==> src/sv/lkv_pkg.sv <==
// ----------------------------------------------------------------------------
// lkv_pkg
// shared codes and control structs of the lru key-value cache
// ----------------------------------------------------------------------------
package lkv_pkg;

  // request types
  localparam logic REQ_INSERT = 1'b0;
  localparam logic REQ_FIND   = 1'b1;

  // response status codes
  localparam logic [1:0] STATUS_OK   = 2'd0;
  localparam logic [1:0] STATUS_DUP  = 2'd1;
  localparam logic [1:0] STATUS_MISS = 2'd2;

  // capacity register
  localparam int          CAP_BITS  = 5;
  localparam logic [4:0]  CAP_RESET = 5'd16;

  // search token that walks the cell chain
  typedef struct packed {
    logic active;
    logic hit;
    logic free_found;
  } scan_t;

  // update command broadcast to all cells
  typedef struct packed {
    logic find_hit;
    logic insert;
    logic evict;
  } upd_t;

endpackage

==> src/sv/lkv_req_if.sv <==
// ----------------------------------------------------------------------------
// lkv_req_if
// request channel: insert or find with key and value
// ----------------------------------------------------------------------------
interface lkv_req_if #(
  parameter int KEY_BITS   = 32,
  parameter int VALUE_BITS = 32
);
  logic                  valid;
  logic                  ready;
  logic                  req_type;
  logic [KEY_BITS-1:0]   key;
  logic [VALUE_BITS-1:0] value;

  modport source (output valid, req_type, key, value, input ready);
  modport sink   (input valid, req_type, key, value, output ready);
endinterface

==> src/sv/lkv_rsp_if.sv <==
// ----------------------------------------------------------------------------
// lkv_rsp_if
// response channel: status, found value and eviction flag
// ----------------------------------------------------------------------------
interface lkv_rsp_if #(
  parameter int VALUE_BITS = 32
);
  logic                  valid;
  logic                  ready;
  logic [1:0]            status;
  logic [VALUE_BITS-1:0] found_value;
  logic                  evicted;

  modport source (output valid, status, found_value, evicted, input ready);
  modport sink   (input valid, status, found_value, evicted, output ready);
endinterface

==> src/sv/lkv_cell.sv <==
// ----------------------------------------------------------------------------
// lkv_cell
// one cache slot: key, value, valid and recency rank, plus one link of the
// search chain
// ----------------------------------------------------------------------------
module lkv_cell #(
  parameter int KEY_BITS   = 32,
  parameter int VALUE_BITS = 32,
  parameter int RANK_W     = 4
) (
  input  logic                  clk,
  input  logic                  rst,
  input  logic [KEY_BITS-1:0]   req_key,
  input  logic [VALUE_BITS-1:0] req_value,
  input  lkv_pkg::scan_t        scan_in,
  input  logic [VALUE_BITS-1:0] scan_value_in,
  input  logic [RANK_W-1:0]     scan_rank_in,
  output lkv_pkg::scan_t        scan_out,
  output logic [VALUE_BITS-1:0] scan_value_out,
  output logic [RANK_W-1:0]     scan_rank_out,
  input  lkv_pkg::upd_t         upd,
  input  logic [RANK_W-1:0]     hit_rank,
  input  logic [RANK_W-1:0]     lru_rank,
  output logic                  valid,
  output logic                  hit,
  output logic                  claim
);

  logic [KEY_BITS-1:0]   key;
  logic [VALUE_BITS-1:0] value;
  logic [RANK_W-1:0]     rank;
  logic                  first_free;
  logic                  hit_here;

  assign hit_here = valid && (key == req_key);

  // this slot takes the new entry: the least recent one, or the first free one
  assign claim = upd.insert &&
                 (upd.evict ? (valid && (rank == lru_rank)) : first_free);

  always_ff @(posedge clk) begin
    if (rst) begin
      valid      <= 1'b0;
      rank       <= '0;
      hit        <= 1'b0;
      first_free <= 1'b0;
      scan_out   <= '0;
    end else begin
      scan_out.active     <= scan_in.active;
      scan_out.hit        <= scan_in.hit | (scan_in.active & hit_here);
      scan_out.free_found <= scan_in.free_found | (scan_in.active & ~valid);
      if (scan_in.active) begin
        hit        <= hit_here;
        first_free <= !valid && !scan_in.free_found;
      end
      if (claim) begin
        valid <= 1'b1;
        rank  <= '0;
      end else if (upd.find_hit) begin
        if (hit) begin
          rank <= '0;
        end else if (valid && (rank < hit_rank)) begin
          rank <= rank + RANK_W'(1);
        end
      end else if (upd.insert && valid) begin
        rank <= rank + RANK_W'(1);
      end
    end
  end

  // payload of the chain and of the slot
  always_ff @(posedge clk) begin
    scan_value_out <= scan_value_in | (hit_here ? value : '0);
    scan_rank_out  <= scan_rank_in | (hit_here ? rank : '0);
    if (claim) begin
      key   <= req_key;
      value <= req_value;
    end
  end

endmodule

==> src/sv/lru_key_value_cache.sv <==
// ----------------------------------------------------------------------------
// lru_key_value_cache
// fully associative key-value store with least-recently-used replacement
// ----------------------------------------------------------------------------
// The store is a chain of MAX_ENTRIES identical slot cells. An accepted
// request sends a search token down the chain, one cell per cycle; each cell
// compares its key against the request and folds its hit, value, rank and
// free state into the token. When the token leaves the last cell the outcome
// is known, and the update state broadcasts the command: a find hit moves the
// entry to rank 0, an insert writes the least recent slot (at capacity) or the
// lowest free slot; an insert ages all other valid entries, a find hit only
// those more recent than the hit entry. A new request is accepted only once
// the previous one has passed its update. A response waiting on rsp does not
// stop the next request from being accepted; only its update cycle waits for
// the output register.
// Capacity is written through cfg_we / cfg_wdata; the user must write it
// only while idle, which the block does not enforce. 0 acts as 1, values
// above MAX_ENTRIES act as MAX_ENTRIES, and lowering it below the current
// count never drops entries.
// ----------------------------------------------------------------------------
module lru_key_value_cache #(
  parameter int MAX_ENTRIES = 16,
  parameter int KEY_BITS    = 32,
  parameter int VALUE_BITS  = 32
) (
  input  logic                          clk,
  input  logic                          rst,
  lkv_req_if.sink                       req,
  lkv_rsp_if.source                     rsp,
  input  logic                          cfg_we,
  input  logic [lkv_pkg::CAP_BITS-1:0]  cfg_wdata
);

  localparam int RANK_W  = $clog2(MAX_ENTRIES);
  localparam int COUNT_W = $clog2(MAX_ENTRIES + 1);
  localparam int CMP_W   = (COUNT_W > lkv_pkg::CAP_BITS) ? COUNT_W : lkv_pkg::CAP_BITS;

  // sequencer states
  localparam logic [1:0] ST_IDLE   = 2'd0;
  localparam logic [1:0] ST_SCAN   = 2'd1;
  localparam logic [1:0] ST_UPDATE = 2'd2;

  logic [1:0]                   state;
  logic [lkv_pkg::CAP_BITS-1:0] capacity;
  logic [COUNT_W-1:0]           count;

  // request held for the whole transaction
  logic                  req_type_r;
  logic [KEY_BITS-1:0]   req_key_r;
  logic [VALUE_BITS-1:0] req_value_r;

  // search outcome taken from the end of the chain
  logic                  hit_r;
  logic [VALUE_BITS-1:0] found_r;
  logic [RANK_W-1:0]     hit_rank_r;

  // output register
  logic                  out_valid;
  logic [1:0]            out_status;
  logic [VALUE_BITS-1:0] out_found;
  logic                  out_evicted;

  lkv_pkg::scan_t        inject;
  lkv_pkg::scan_t        chain_ctl   [0:MAX_ENTRIES];
  logic [VALUE_BITS-1:0] chain_value [0:MAX_ENTRIES];
  logic [RANK_W-1:0]     chain_rank  [0:MAX_ENTRIES];

  logic [MAX_ENTRIES-1:0] valid_vec;
  logic [MAX_ENTRIES-1:0] hit_vec;
  logic [MAX_ENTRIES-1:0] claim_vec;

  lkv_pkg::upd_t    upd;
  logic             accept;
  logic             upd_en;
  logic             is_find;
  logic             find_hit;
  logic             do_insert;
  logic             do_evict;
  logic [CMP_W-1:0] cap_ext;
  logic [CMP_W-1:0] count_ext;
  logic [CMP_W-1:0] eff_cap;
  logic [RANK_W-1:0] lru_rank;
  logic [1:0]       status_next;

  // handshakes
  assign req.ready = (state == ST_IDLE);
  assign accept    = req.valid && req.ready;
  assign upd_en    = (state == ST_UPDATE) && (!out_valid || rsp.ready);

  assign rsp.valid       = out_valid;
  assign rsp.status      = out_status;
  assign rsp.found_value = out_found;
  assign rsp.evicted     = out_evicted;

  // effective capacity, clamped to 1..MAX_ENTRIES
  assign cap_ext   = CMP_W'(capacity);
  assign count_ext = CMP_W'(count);
  always_comb begin
    if (cap_ext == '0) begin
      eff_cap = CMP_W'(1);
    end else if (cap_ext > CMP_W'(MAX_ENTRIES)) begin
      eff_cap = CMP_W'(MAX_ENTRIES);
    end else begin
      eff_cap = cap_ext;
    end
  end

  // decision once the search is done
  assign is_find   = (req_type_r == lkv_pkg::REQ_FIND);
  assign find_hit  = is_find && hit_r;
  assign do_insert = !is_find && !hit_r;
  assign do_evict  = do_insert && (count_ext >= eff_cap) && (count != '0);
  assign lru_rank  = RANK_W'(count - COUNT_W'(1));

  always_comb begin
    if (is_find) begin
      status_next = hit_r ? lkv_pkg::STATUS_OK : lkv_pkg::STATUS_MISS;
    end else begin
      status_next = hit_r ? lkv_pkg::STATUS_DUP : lkv_pkg::STATUS_OK;
    end
  end

  always_comb begin
    upd = '0;
    if (upd_en) begin
      upd.find_hit = find_hit;
      upd.insert   = do_insert;
      upd.evict    = do_evict;
    end
  end

  // head of the chain: a fresh token with nothing found yet
  assign chain_ctl[0]   = inject;
  assign chain_value[0] = '0;
  assign chain_rank[0]  = '0;

  for (genvar i = 0; i < MAX_ENTRIES; i++) begin : g_cell
    lkv_cell #(
      .KEY_BITS   (KEY_BITS),
      .VALUE_BITS (VALUE_BITS),
      .RANK_W     (RANK_W)
    ) u_cell (
      .clk            (clk),
      .rst            (rst),
      .req_key        (req_key_r),
      .req_value      (req_value_r),
      .scan_in        (chain_ctl[i]),
      .scan_value_in  (chain_value[i]),
      .scan_rank_in   (chain_rank[i]),
      .scan_out       (chain_ctl[i+1]),
      .scan_value_out (chain_value[i+1]),
      .scan_rank_out  (chain_rank[i+1]),
      .upd            (upd),
      .hit_rank       (hit_rank_r),
      .lru_rank       (lru_rank),
      .valid          (valid_vec[i]),
      .hit            (hit_vec[i]),
      .claim          (claim_vec[i])
    );
  end

  // sequencer, count, capacity and output register
  always_ff @(posedge clk) begin
    if (rst) begin
      state     <= ST_IDLE;
      capacity  <= lkv_pkg::CAP_RESET;
      count     <= '0;
      inject    <= '0;
      out_valid <= 1'b0;
    end else begin
      inject.active <= accept;
      if (cfg_we) begin
        capacity <= cfg_wdata;
      end
      if (upd_en) begin
        out_valid <= 1'b1;
      end else if (rsp.ready) begin
        out_valid <= 1'b0;
      end
      if (upd_en && do_insert && !do_evict) begin
        count <= count + COUNT_W'(1);
      end
      case (state)
        ST_IDLE: begin
          if (accept) begin
            state <= ST_SCAN;
          end
        end
        ST_SCAN: begin
          // token has left the last cell
          if (chain_ctl[MAX_ENTRIES].active) begin
            state <= ST_UPDATE;
          end
        end
        ST_UPDATE: begin
          if (upd_en) begin
            state <= ST_IDLE;
          end
        end
        default: begin
          state <= ST_IDLE;
        end
      endcase
    end
  end

  // payload registers
  always_ff @(posedge clk) begin
    if (accept) begin
      req_type_r  <= req.req_type;
      req_key_r   <= req.key;
      req_value_r <= req.value;
    end
    if ((state == ST_SCAN) && chain_ctl[MAX_ENTRIES].active) begin
      hit_r      <= chain_ctl[MAX_ENTRIES].hit;
      found_r    <= chain_value[MAX_ENTRIES];
      hit_rank_r <= chain_rank[MAX_ENTRIES];
    end
    if (upd_en) begin
      out_status  <= status_next;
      out_found   <= find_hit ? found_r : '0;
      out_evicted <= do_evict;
    end
  end

  // count never runs past the slot count
  a_count_range: assert property (@(posedge clk) disable iff (rst)
    count <= COUNT_W'(MAX_ENTRIES))
    else $error("entry count above slot count");

  // count tracks the number of valid slots
  a_count_valid: assert property (@(posedge clk) disable iff (rst)
    $countones(valid_vec) == int'(count))
    else $error("entry count does not match valid slots");

  // an insert writes exactly one slot
  a_one_claim: assert property (@(posedge clk) disable iff (rst)
    (upd_en && do_insert) |-> $onehot(claim_vec))
    else $error("insert target is not a single slot");

  // keys are unique, and the chain result agrees with the cells
  a_hit_unique: assert property (@(posedge clk) disable iff (rst)
    (state == ST_UPDATE) |-> ($onehot0(hit_vec) && (hit_r == (|hit_vec))))
    else $error("search result inconsistent with cell hits");

  // the update only follows a finished search
  a_update_after_scan: assert property (@(posedge clk) disable iff (rst)
    ((state == ST_SCAN) && chain_ctl[MAX_ENTRIES].active) |=> (state == ST_UPDATE))
    else $error("update did not follow the search");

endmodule

==> src/flat_wrapper.sv <==
// flat-port wrapper written by rule: the top's interface ports become plain ports
module lru_key_value_cache_flat 
#(
  parameter int MAX_ENTRIES = 16,
  parameter int KEY_BITS    = 32,
  parameter int VALUE_BITS  = 32
)
  (clk, rst, cfg_we, cfg_wdata, req_valid, req_req_type, req_key, req_value, req_ready, rsp_valid, rsp_status, rsp_found_value, rsp_evicted, rsp_ready);
  lkv_req_if #(.KEY_BITS(KEY_BITS), .VALUE_BITS(VALUE_BITS)) req_i ();
  lkv_rsp_if #(.VALUE_BITS(VALUE_BITS)) rsp_i ();
  input  logic clk;
  input  logic rst;
  input  logic cfg_we;
  input  logic [lkv_pkg::CAP_BITS-1:0] cfg_wdata;
  input wire logic [$bits(req_i.valid)-1:0] req_valid;
  input wire logic [$bits(req_i.req_type)-1:0] req_req_type;
  input wire logic [$bits(req_i.key)-1:0] req_key;
  input wire logic [$bits(req_i.value)-1:0] req_value;
  output wire logic [$bits(req_i.ready)-1:0] req_ready;
  output wire logic [$bits(rsp_i.valid)-1:0] rsp_valid;
  output wire logic [$bits(rsp_i.status)-1:0] rsp_status;
  output wire logic [$bits(rsp_i.found_value)-1:0] rsp_found_value;
  output wire logic [$bits(rsp_i.evicted)-1:0] rsp_evicted;
  input wire logic [$bits(rsp_i.ready)-1:0] rsp_ready;
  assign req_i.valid = req_valid;
  assign req_i.req_type = req_req_type;
  assign req_i.key = req_key;
  assign req_i.value = req_value;
  assign req_ready = req_i.ready;
  assign rsp_valid = rsp_i.valid;
  assign rsp_status = rsp_i.status;
  assign rsp_found_value = rsp_i.found_value;
  assign rsp_evicted = rsp_i.evicted;
  assign rsp_i.ready = rsp_ready;
  lru_key_value_cache #(.MAX_ENTRIES(MAX_ENTRIES), .KEY_BITS(KEY_BITS), .VALUE_BITS(VALUE_BITS)) u_core (.clk(clk), .rst(rst), .req(req_i), .rsp(rsp_i), .cfg_we(cfg_we), .cfg_wdata(cfg_wdata));
endmodule
==> config.mk <==
export PLATFORM = sky130hd
export DESIGN_NAME = lru_key_value_cache_flat
export DESIGN_NICKNAME = d
export VERILOG_FILES = /design/src/sv/lkv_pkg.sv /design/src/sv/lkv_req_if.sv /design/src/sv/lkv_rsp_if.sv /design/src/sv/lkv_cell.sv /design/src/sv/lru_key_value_cache.sv /design/src/flat_wrapper.sv
export SDC_FILE = /design/constraint.sdc
export NUM_CORES = 2
export LEC_CHECK = 0
export BUFFER_PORTS_ARGS = -buffer_cell sky130_fd_sc_hd__buf_4
export CAP_MARGIN = 20
export CORE_MARGIN = 4
export CORE_UTILIZATION = 30
export DETAILED_ROUTE_END_ITERATION = 8
export GPL_ROUTABILITY_DRIVEN = 0
export PLACE_DENSITY = 0.48
export SLEW_MARGIN = 25
export SYNTH_ARGS = -nofsm -noshare
export SYNTH_HDL_FRONTEND = slang
export SYNTH_SLANG_ARGS = --single-unit
==> constraint.sdc <==
create_clock -name clk -period 9.77 [get_ports clk]
set_input_delay 0.4885 -clock clk [delete_from_list [all_inputs] [get_ports clk]]
set_output_delay 0.4885 -clock clk [all_outputs]
set_load 0.01 [all_outputs]
=== After elaboration in Yosys (flattened, before gate mapping) ===
Index checks and enable logic that the tools add are counted.

* RAM bits: 0
* ROM bits: 0
* Word-level logic and storage cells: 698
* Flip-flop bits (word level): 1,910
* Memories: 0
* Latch bits: 0

* Shift-type cells: 0
* Multipliers: 0
* Reduce and logical (&&, ||, !) cells: 193
* Add/subtract/negate cells: 18
* Bitwise logic cells: 105
* Muxes and demuxes: 122
* Order comparisons: 18
* Equality and inequality tests: 53
* Div/mod/pow operators: 0

{| class="wikitable"
|+ Operators by type and width
! operator !! number
|-
| 32-bit equality test || 16
|-
| 32-bit 2-to-1 mux || 15
|-
| 32-bit OR || 15
|-
| 4-bit 2-to-1 mux || 79
|-
| 1-bit logical AND || 104
|-
| 4-bit by 1-bit adder with 4-bit output, second input constant || 16
|-
| 4-bit equality test || 16
|-
| 4-bit < comparator || 16
|-
| 4-bit OR || 15
|-
| 3-bit != test, second input constant || 15
|-
| 1-bit logical NOT || 35
|-
| 2-bit nonzero test || 17
|-
| 2-bit AND reduction || 16
|-
| 2-bit OR reduction || 16
|-
| 1-bit AND || 31
|-
| 1-bit OR || 29
|-
| 1-bit 2-to-1 mux || 19
|-
| 1-bit NOT || 15
|-
| 2-bit 2-to-1 mux || 5
|-
| 5-bit 2-to-1 mux || 2
|-
| 2-bit case mux with 3 select lines || 1
|-
| 5-bit by 1-bit adder with 5-bit output, second input constant || 1
|-
| 5-bit >= comparator || 1
|-
| 5-bit greater-than comparator, second input constant || 1
|-
| other kinds (12) || 13
|}

=== Longest topological paths before layout ===
* Word-level depth: 10
* Depth in mapped cells: 12

=== By module ===
Synthesis repeated with hierarchy kept, for this count alone.

* Cell total of the unflattened synthesis: 4,365
* Area total of the unflattened synthesis: 68,060.3 µm²

{| class="wikitable"
|+ By module, submodules not included
! module !! instances !! cells an instance !! area an instance (µm²)
|-
| lkv_cell (u_core.g_cell[13].u_cell ...) || 12 || 252 || 3,907.5
|-
| lkv_cell (u_core.g_cell[0].u_cell ...) || 4 || 265 || 3,988.8
|-
| lru_key_value_cache || 1 || 281 || 5,215.0
|}

=== Worst setup path after synthesis ===
Ideal clock, no wire load.

* Path type: register -> register
* Start point: register u_core.count[0]
* End point: register u_core.g_cell[4].u_cell.rank[3]
* Cell stages (with the launch flop): 13
* Path slack: 2.194 ns
* Library setup time: 0.133 ns
* Data required time: 9.637 ns
* Arrival time: 7.443 ns
* Path buffers: 4
* Path through: dfxtp_1 -> buf_2 -> buf_2 -> inv_1 -> ha_1 -> buf_2 -> buf_2 -> xnor2_1 -> nor3_1 -> nand3_1 -> a211oi_1 -> or2_1 -> a211oi_1

* Elaborated cells between the ends (all ways): 11
* Those cells by class: add/sub: 1; order compare: 1; eq/ne: 1; mux: 2; reduce/logical: 6

{| class="wikitable"
|+ RTL lines
! item !! line !! source
|-
| start: declaration || lru_key_value_cache.sv:45 || <nowiki>logic [COUNT_W-1:0] count;</nowiki>
|-
| start signal: assignment || lru_key_value_cache.sv:181 || <nowiki>count <= count + COUNT_W'(1);</nowiki>
|-
| 4-bit by 1-bit subtractor with 4-bit output || lru_key_value_cache.sv:113 || <nowiki>assign lru_rank = RANK_W'(count - COUNT_W'(1));</nowiki>
|-
| via u_core.g_cell[0].u_cell.lru_rank[0] || lkv_cell.sv:23 || <nowiki>input logic [RANK_W-1:0] lru_rank,</nowiki>
|-
| 4-bit equality test || lkv_cell.sv:39 || <nowiki>(upd.evict ? (valid && (rank == lru_rank)) : first_free);</nowiki>
|-
| 1-bit logical AND || lkv_cell.sv:39 ||
|-
| 1-bit 2-to-1 mux || lkv_cell.sv:39 ||
|-
| 1-bit logical AND || lkv_cell.sv:38 || <nowiki>assign claim = upd.insert &&</nowiki>
|-
| via u_core.g_cell[4].u_cell.claim || lkv_cell.sv:26 || <nowiki>output logic claim</nowiki>
|-
| 2-bit OR reduction (no line) || - ||
|-
| end signal: assignment || lkv_cell.sv:63 || <nowiki>rank <= rank + RANK_W'(1);</nowiki>
|-
| end signal: assignment || lkv_cell.sv:66 || <nowiki>rank <= rank + RANK_W'(1);</nowiki>
|-
| end: declaration || lkv_cell.sv:31 || <nowiki>logic [RANK_W-1:0] rank;</nowiki>
|}

The timed path passes the listed nets, and every way through them passes these cells.
A chain may end at the register's enable or synchronous reset.

=== Final worst setup path ===
* Start point: register u_core.count[0]
* End point: register u_core.g_cell[9].u_cell.rank[3]

* Elaborated cells between the ends (all ways): 11
* Those cells by class: add/sub: 1; order compare: 1; eq/ne: 1; mux: 2; reduce/logical: 6

{| class="wikitable"
|+ RTL lines
! item !! line
|-
| 4-bit by 1-bit subtractor with 4-bit output || lru_key_value_cache.sv:113
|-
| via u_core.g_cell[0].u_cell.lru_rank[0] || lkv_cell.sv:23
|-
| 4-bit equality test || lkv_cell.sv:39
|-
| 1-bit logical AND || lkv_cell.sv:39
|-
| 1-bit 2-to-1 mux || lkv_cell.sv:39
|-
| 1-bit logical AND || lkv_cell.sv:38
|-
| via u_core.g_cell[9].u_cell.claim || lkv_cell.sv:26
|-
| 2-bit OR reduction (no line) || -
|-
| end signal: assignment || lkv_cell.sv:63
|-
| end signal: assignment || lkv_cell.sv:66
|-
| end: declaration || lkv_cell.sv:31
|}

The timed path passes the listed nets, and every way through them passes these cells.

==> results by group <==
Status
  • Status: finished, final reports clean

Critical path
  • Reg2reg setup slack: around 5.6 ns
  • Crit path max fanout: 53
  • Crit path launch: u_core.count[0]$_SDFFE_PP0P_
  • Depth of the most critical reg-to-reg path: 11
  • Endpoint class of the critical path: register
  • CP endpoint: u_core.g_cell[9].u_cell.rank[3]$_SDFFE_PP0P_
  • Crit path DAT: just under 5 ns
  • Reg2reg end: u_core.g_cell[9].u_cell.rank[3]$_SDFFE_PP0P_
  • Worst setup path category: register to register
  • WP data required: 10.44 ns
  • Crit start category: register
  • RR Startpoint: u_core.count[0]$_SDFFE_PP0P_

Drt
  • Vias/cell: about 4.5
  • Vias: 34700
  • Routed WL: approximately 170000 um
  • DRC Markers: 0
  • Drt wl/cell: 21.5 um
  • First drt pass iteration count: 5
  • Initial drt markers: between 2000 and 2500
  • ANT nets after route: 0

Yosys
  • Post-synth top flop: edfxtp_1
  • EDFF count, synth: 1161
  • Post-synthesis sequential area ratio: 0.747
  • Cell Area, Synth: around 0.067 mm^2
  • Syn. warnings: 0
  • Register bit total from synthesis: ~1900
  • Post-Syn Nets: ~4400
  • Post-synth ARST share: 0
  • Netlist cell types: a little under 60
  • Avg Inst Size Synth: approximately 16 um^2
  • Synthesized instance count: about 4300

Global routing
  • Initial antenna violation count: 9
  • Global-route wire length before repair: approximately 250000 um
  • Global route total overflow: 0
  • Vias in the first global route: about 35000
  • GRT Total Usage: 0.144
  • Pin count of the biggest net entering global routing: 71

Hold path
  • Hold crit path type: input port to register
  • Hold depth: 3

Placement
  • Post-Place Cells: approximately 7300
  • Buffers on Ports: roughly 110
  • Dpl ws: between 5 and 6 ns
  • Post-DP HPWL: 98500 um
  • DP Area: 0.0717 mm^2

STA
  • Final Max Slew Viols: 0
  • Worst setup margin: between 5 and 6 ns
  • Slew HR: 0.265
  • Hold_ws: 0.146 ns
  • Final setup violation count: 0
  • Post-Route Setup TNS: 0 ns
  • RSZ-0062 raised after global routing: false
  • Worst-margin pin slew: ~1.1 ns
  • Fmax: 237 MHz
  • Tcrit/Tclk final: 0.431
  • Final Hold Fails: 0
  • Min cycle time layout: 4.21 ns
  • Setup Skew: between 0.05 and 0.06 ns

Clock tree
  • H-tree Lvls: 4
  • Sink Count: 1910
  • Post-CTS Resized: 0
  • CTS tree: built
  • Worst skew pair latency: around 0.83 ns
  • Clk slew on worst S/H paths: roughly 0.060 ns
  • Cts bufs inserted: 194
  • CTS Buffer Depth: 3
  • Root buffer cell: clkbuf_16

Layout
  • Layout Nets: 4745
  • Fin util: 0.357
  • Final instance area: just under 0.08 mm^2
  • Post-route insts no fill: 7729
  • Most common cell after layout, fill and taps aside: edfxtp_1
  • Most frequent cells in the layout: edfxtp_1, dfxtp_1, a21o_1
  • Fill count: 20900
  • Layout cell share with drive strength beyond 1: 0.121
  • P&R area growth vs syn: 18.1%

Power
  • Peak supply drop: approximately 0.14 mV
  • Tot Pwr: around 16 mW
  • Leak: about 32 nW
  • PD cells: 206 mW/mm^2

Run
  • Maxcap violations: 0

Floorplanning
  • Core Footprint: 0.221 mm^2
  • Die area: 0.230 mm^2
  • Number of I/O pins: between 100 and 150
  • Starting Density: 0.303
  • Rows: about 170
  • Die width: ~480 um
  • Die Ht: between 400 and 500 um
final cells by class:
type                            count  area [um^2]  share of cell area
Antenna cell                        2         5.00           0.0000635
Clock buffer                      276         5450              0.0691
Clock inverter                     91          867              0.0110
Inverter                           33          124             0.00157
Multi-Input combinational cell   2140        16200               0.206
Sequential cell                  1910        49900               0.632
Tap cell                         2958         3700              0.0469
Timing Repair Buffer              319         2610              0.0331
metal layers:
metal,GRT usage,up-vias,part of all wire
met3,0.0212,230,0.039
li1,-,16200,-
met4,0.0425,0,0.024
met1,0.201,17600,0.47
met5,0,-,0
met2,0.231,667,0.46
state kept, by name, summed over array words and instances (netlist names), 2 cells and up:
register	flops
u_core.g_cell.u_cell.key	512
u_core.g_cell.u_cell.scan_value_out	512
u_core.g_cell.u_cell.value	512
u_core.g_cell.u_cell.rank	64
u_core.g_cell.u_cell.scan_rank_out	64
u_core.g_cell.u_cell.scan_out	47
u_core.found_r	32
u_core.req_key_r	32
u_core.req_value_r	32
u_core.rsp.found_value	32
u_core.g_cell.u_cell.first_free	16
u_core.g_cell.u_cell.hit	16
u_core.g_cell.u_cell.valid	16
u_core.cap_ext	5
u_core.count	5
u_core.hit_rank_r	4
u_core.rsp.status	2
u_core.state	2
cells by family (layout without fill, tap and decap cells):
group,count (synthesis),in the layout,synth area share
adders and majority gates,72,72,0.0135
xor gates and xnor gates,609,609,0.0827
AOI/OAI and AO/OA,792,792,0.0850
and+or+nand+nor,623,623,0.0507
other,0,2,0
muxes,44,44,0.00662
DFF,1910,1910,0.747
buffers and inverters,205,719,0.0147
worst max-delay path: stages, from the launching register on:
cell and delay [ns]:
dfxtp_1 0.31, buf_4 0.36, inv_1 0.16, ha_1 0.31, nor3b_1 0.26, o21a_1 0.26, nor3_4 0.06, buf_4 0.28
a211oi_4 0.96, buf_4 0.78, or2_1 0.28, a211oi_1 0.07
how the worst min path moves through the flow:
stage,from,end
after floorplan,u_core.g_cell[9].u_cell.scan_rank_out[0]$_DFF_P_,u_core.g_cell[10].u_cell.scan_rank_out[0]$_DFF_P_
after global placement,u_core.g_cell[3].u_cell.scan_value_out[20]$_DFF_P_,u_core.g_cell[4].u_cell.scan_value_out[20]$_DFF_P_
after detailed placement,u_core.g_cell[10].u_cell.scan_value_out[24]$_DFF_P_,u_core.g_cell[11].u_cell.scan_value_out[24]$_DFF_P_
after CTS,rsp_ready,u_core.rsp.valid$_SDFFE_PP0P_
after global routing,rsp_ready,u_core.rsp.valid$_SDFFE_PP0P_
final,rsp_ready,u_core.rsp.valid$_SDFFE_PP0P_
power by group:
group          switching [mW]  leakage [nW]  internal, mW
logic                   0.219          11.9         0.118
registers              0.0490          16.6          8.55
clock network            3.13          3.07          4.14
repair_timing:
| action | in CTS | in global routing |
|---|---|---|
| hold buffers | 77 | 0 |
| hold endpoints to repair | 71 | 0 |
| setup buffers | 0 | 0 |
synth_stat cells (2+ instances only):
cell | n | share of area
edfxtp_1 | 1161 | 0.52
dfxtp_1 | 749 | 0.22
a21o_1 | 543 | 0.061
xor2_1 | 391 | 0.051
xnor2_1 | 204 | 0.027
nor2_1 | 132 | 0.0074
nor4_1 | 108 | 0.010
buf_2 | 107 | 0.0080
a21oi_1 | 86 | 0.0064
ha_1 | 72 | 0.013
nand3_1 | 69 | 0.0052
and2_1 | 51 | 0.0048
clkbuf_1 | 50 | 0.0028
a211oi_1 | 49 | 0.0055
nor3_1 | 49 | 0.0037
nand4_1 | 45 | 0.0042
mux2i_1 | 43 | 0.0064
nand2_1 | 41 | 0.0023
and3_1 | 36 | 0.0034
o21ai_0 | 34 | 0.0025
inv_1 | 33 | 0.0019
nand2b_1 | 32 | 0.0030
a21boi_0 | 24 | 0.0027
nor2b_1 | 21 | 0.0020
a22oi_1 | 15 | 0.0017
nor3b_1 | 13 | 0.0015
or2_1 | 13 | 0.0012
xnor3_1 | 13 | 0.0044
o21a_1 | 10 | 0.0011
buf_6 | 7 | 0.0012
buf_4 | 6 | 0.00067
a2111oi_0 | 5 | 0.00066
a22o_1 | 5 | 0.00066
nand3b_1 | 4 | 0.00045
a211o_1 | 3 | 0.00039
nor3_2 | 3 | 0.00045
o2111ai_1 | 3 | 0.00039
o21ai_1 | 3 | 0.00022
buf_1 | 2 | 0.00011
o211ai_1 | 2 | 0.00022
Note: power is estimated with default switching activity, not from simulation.
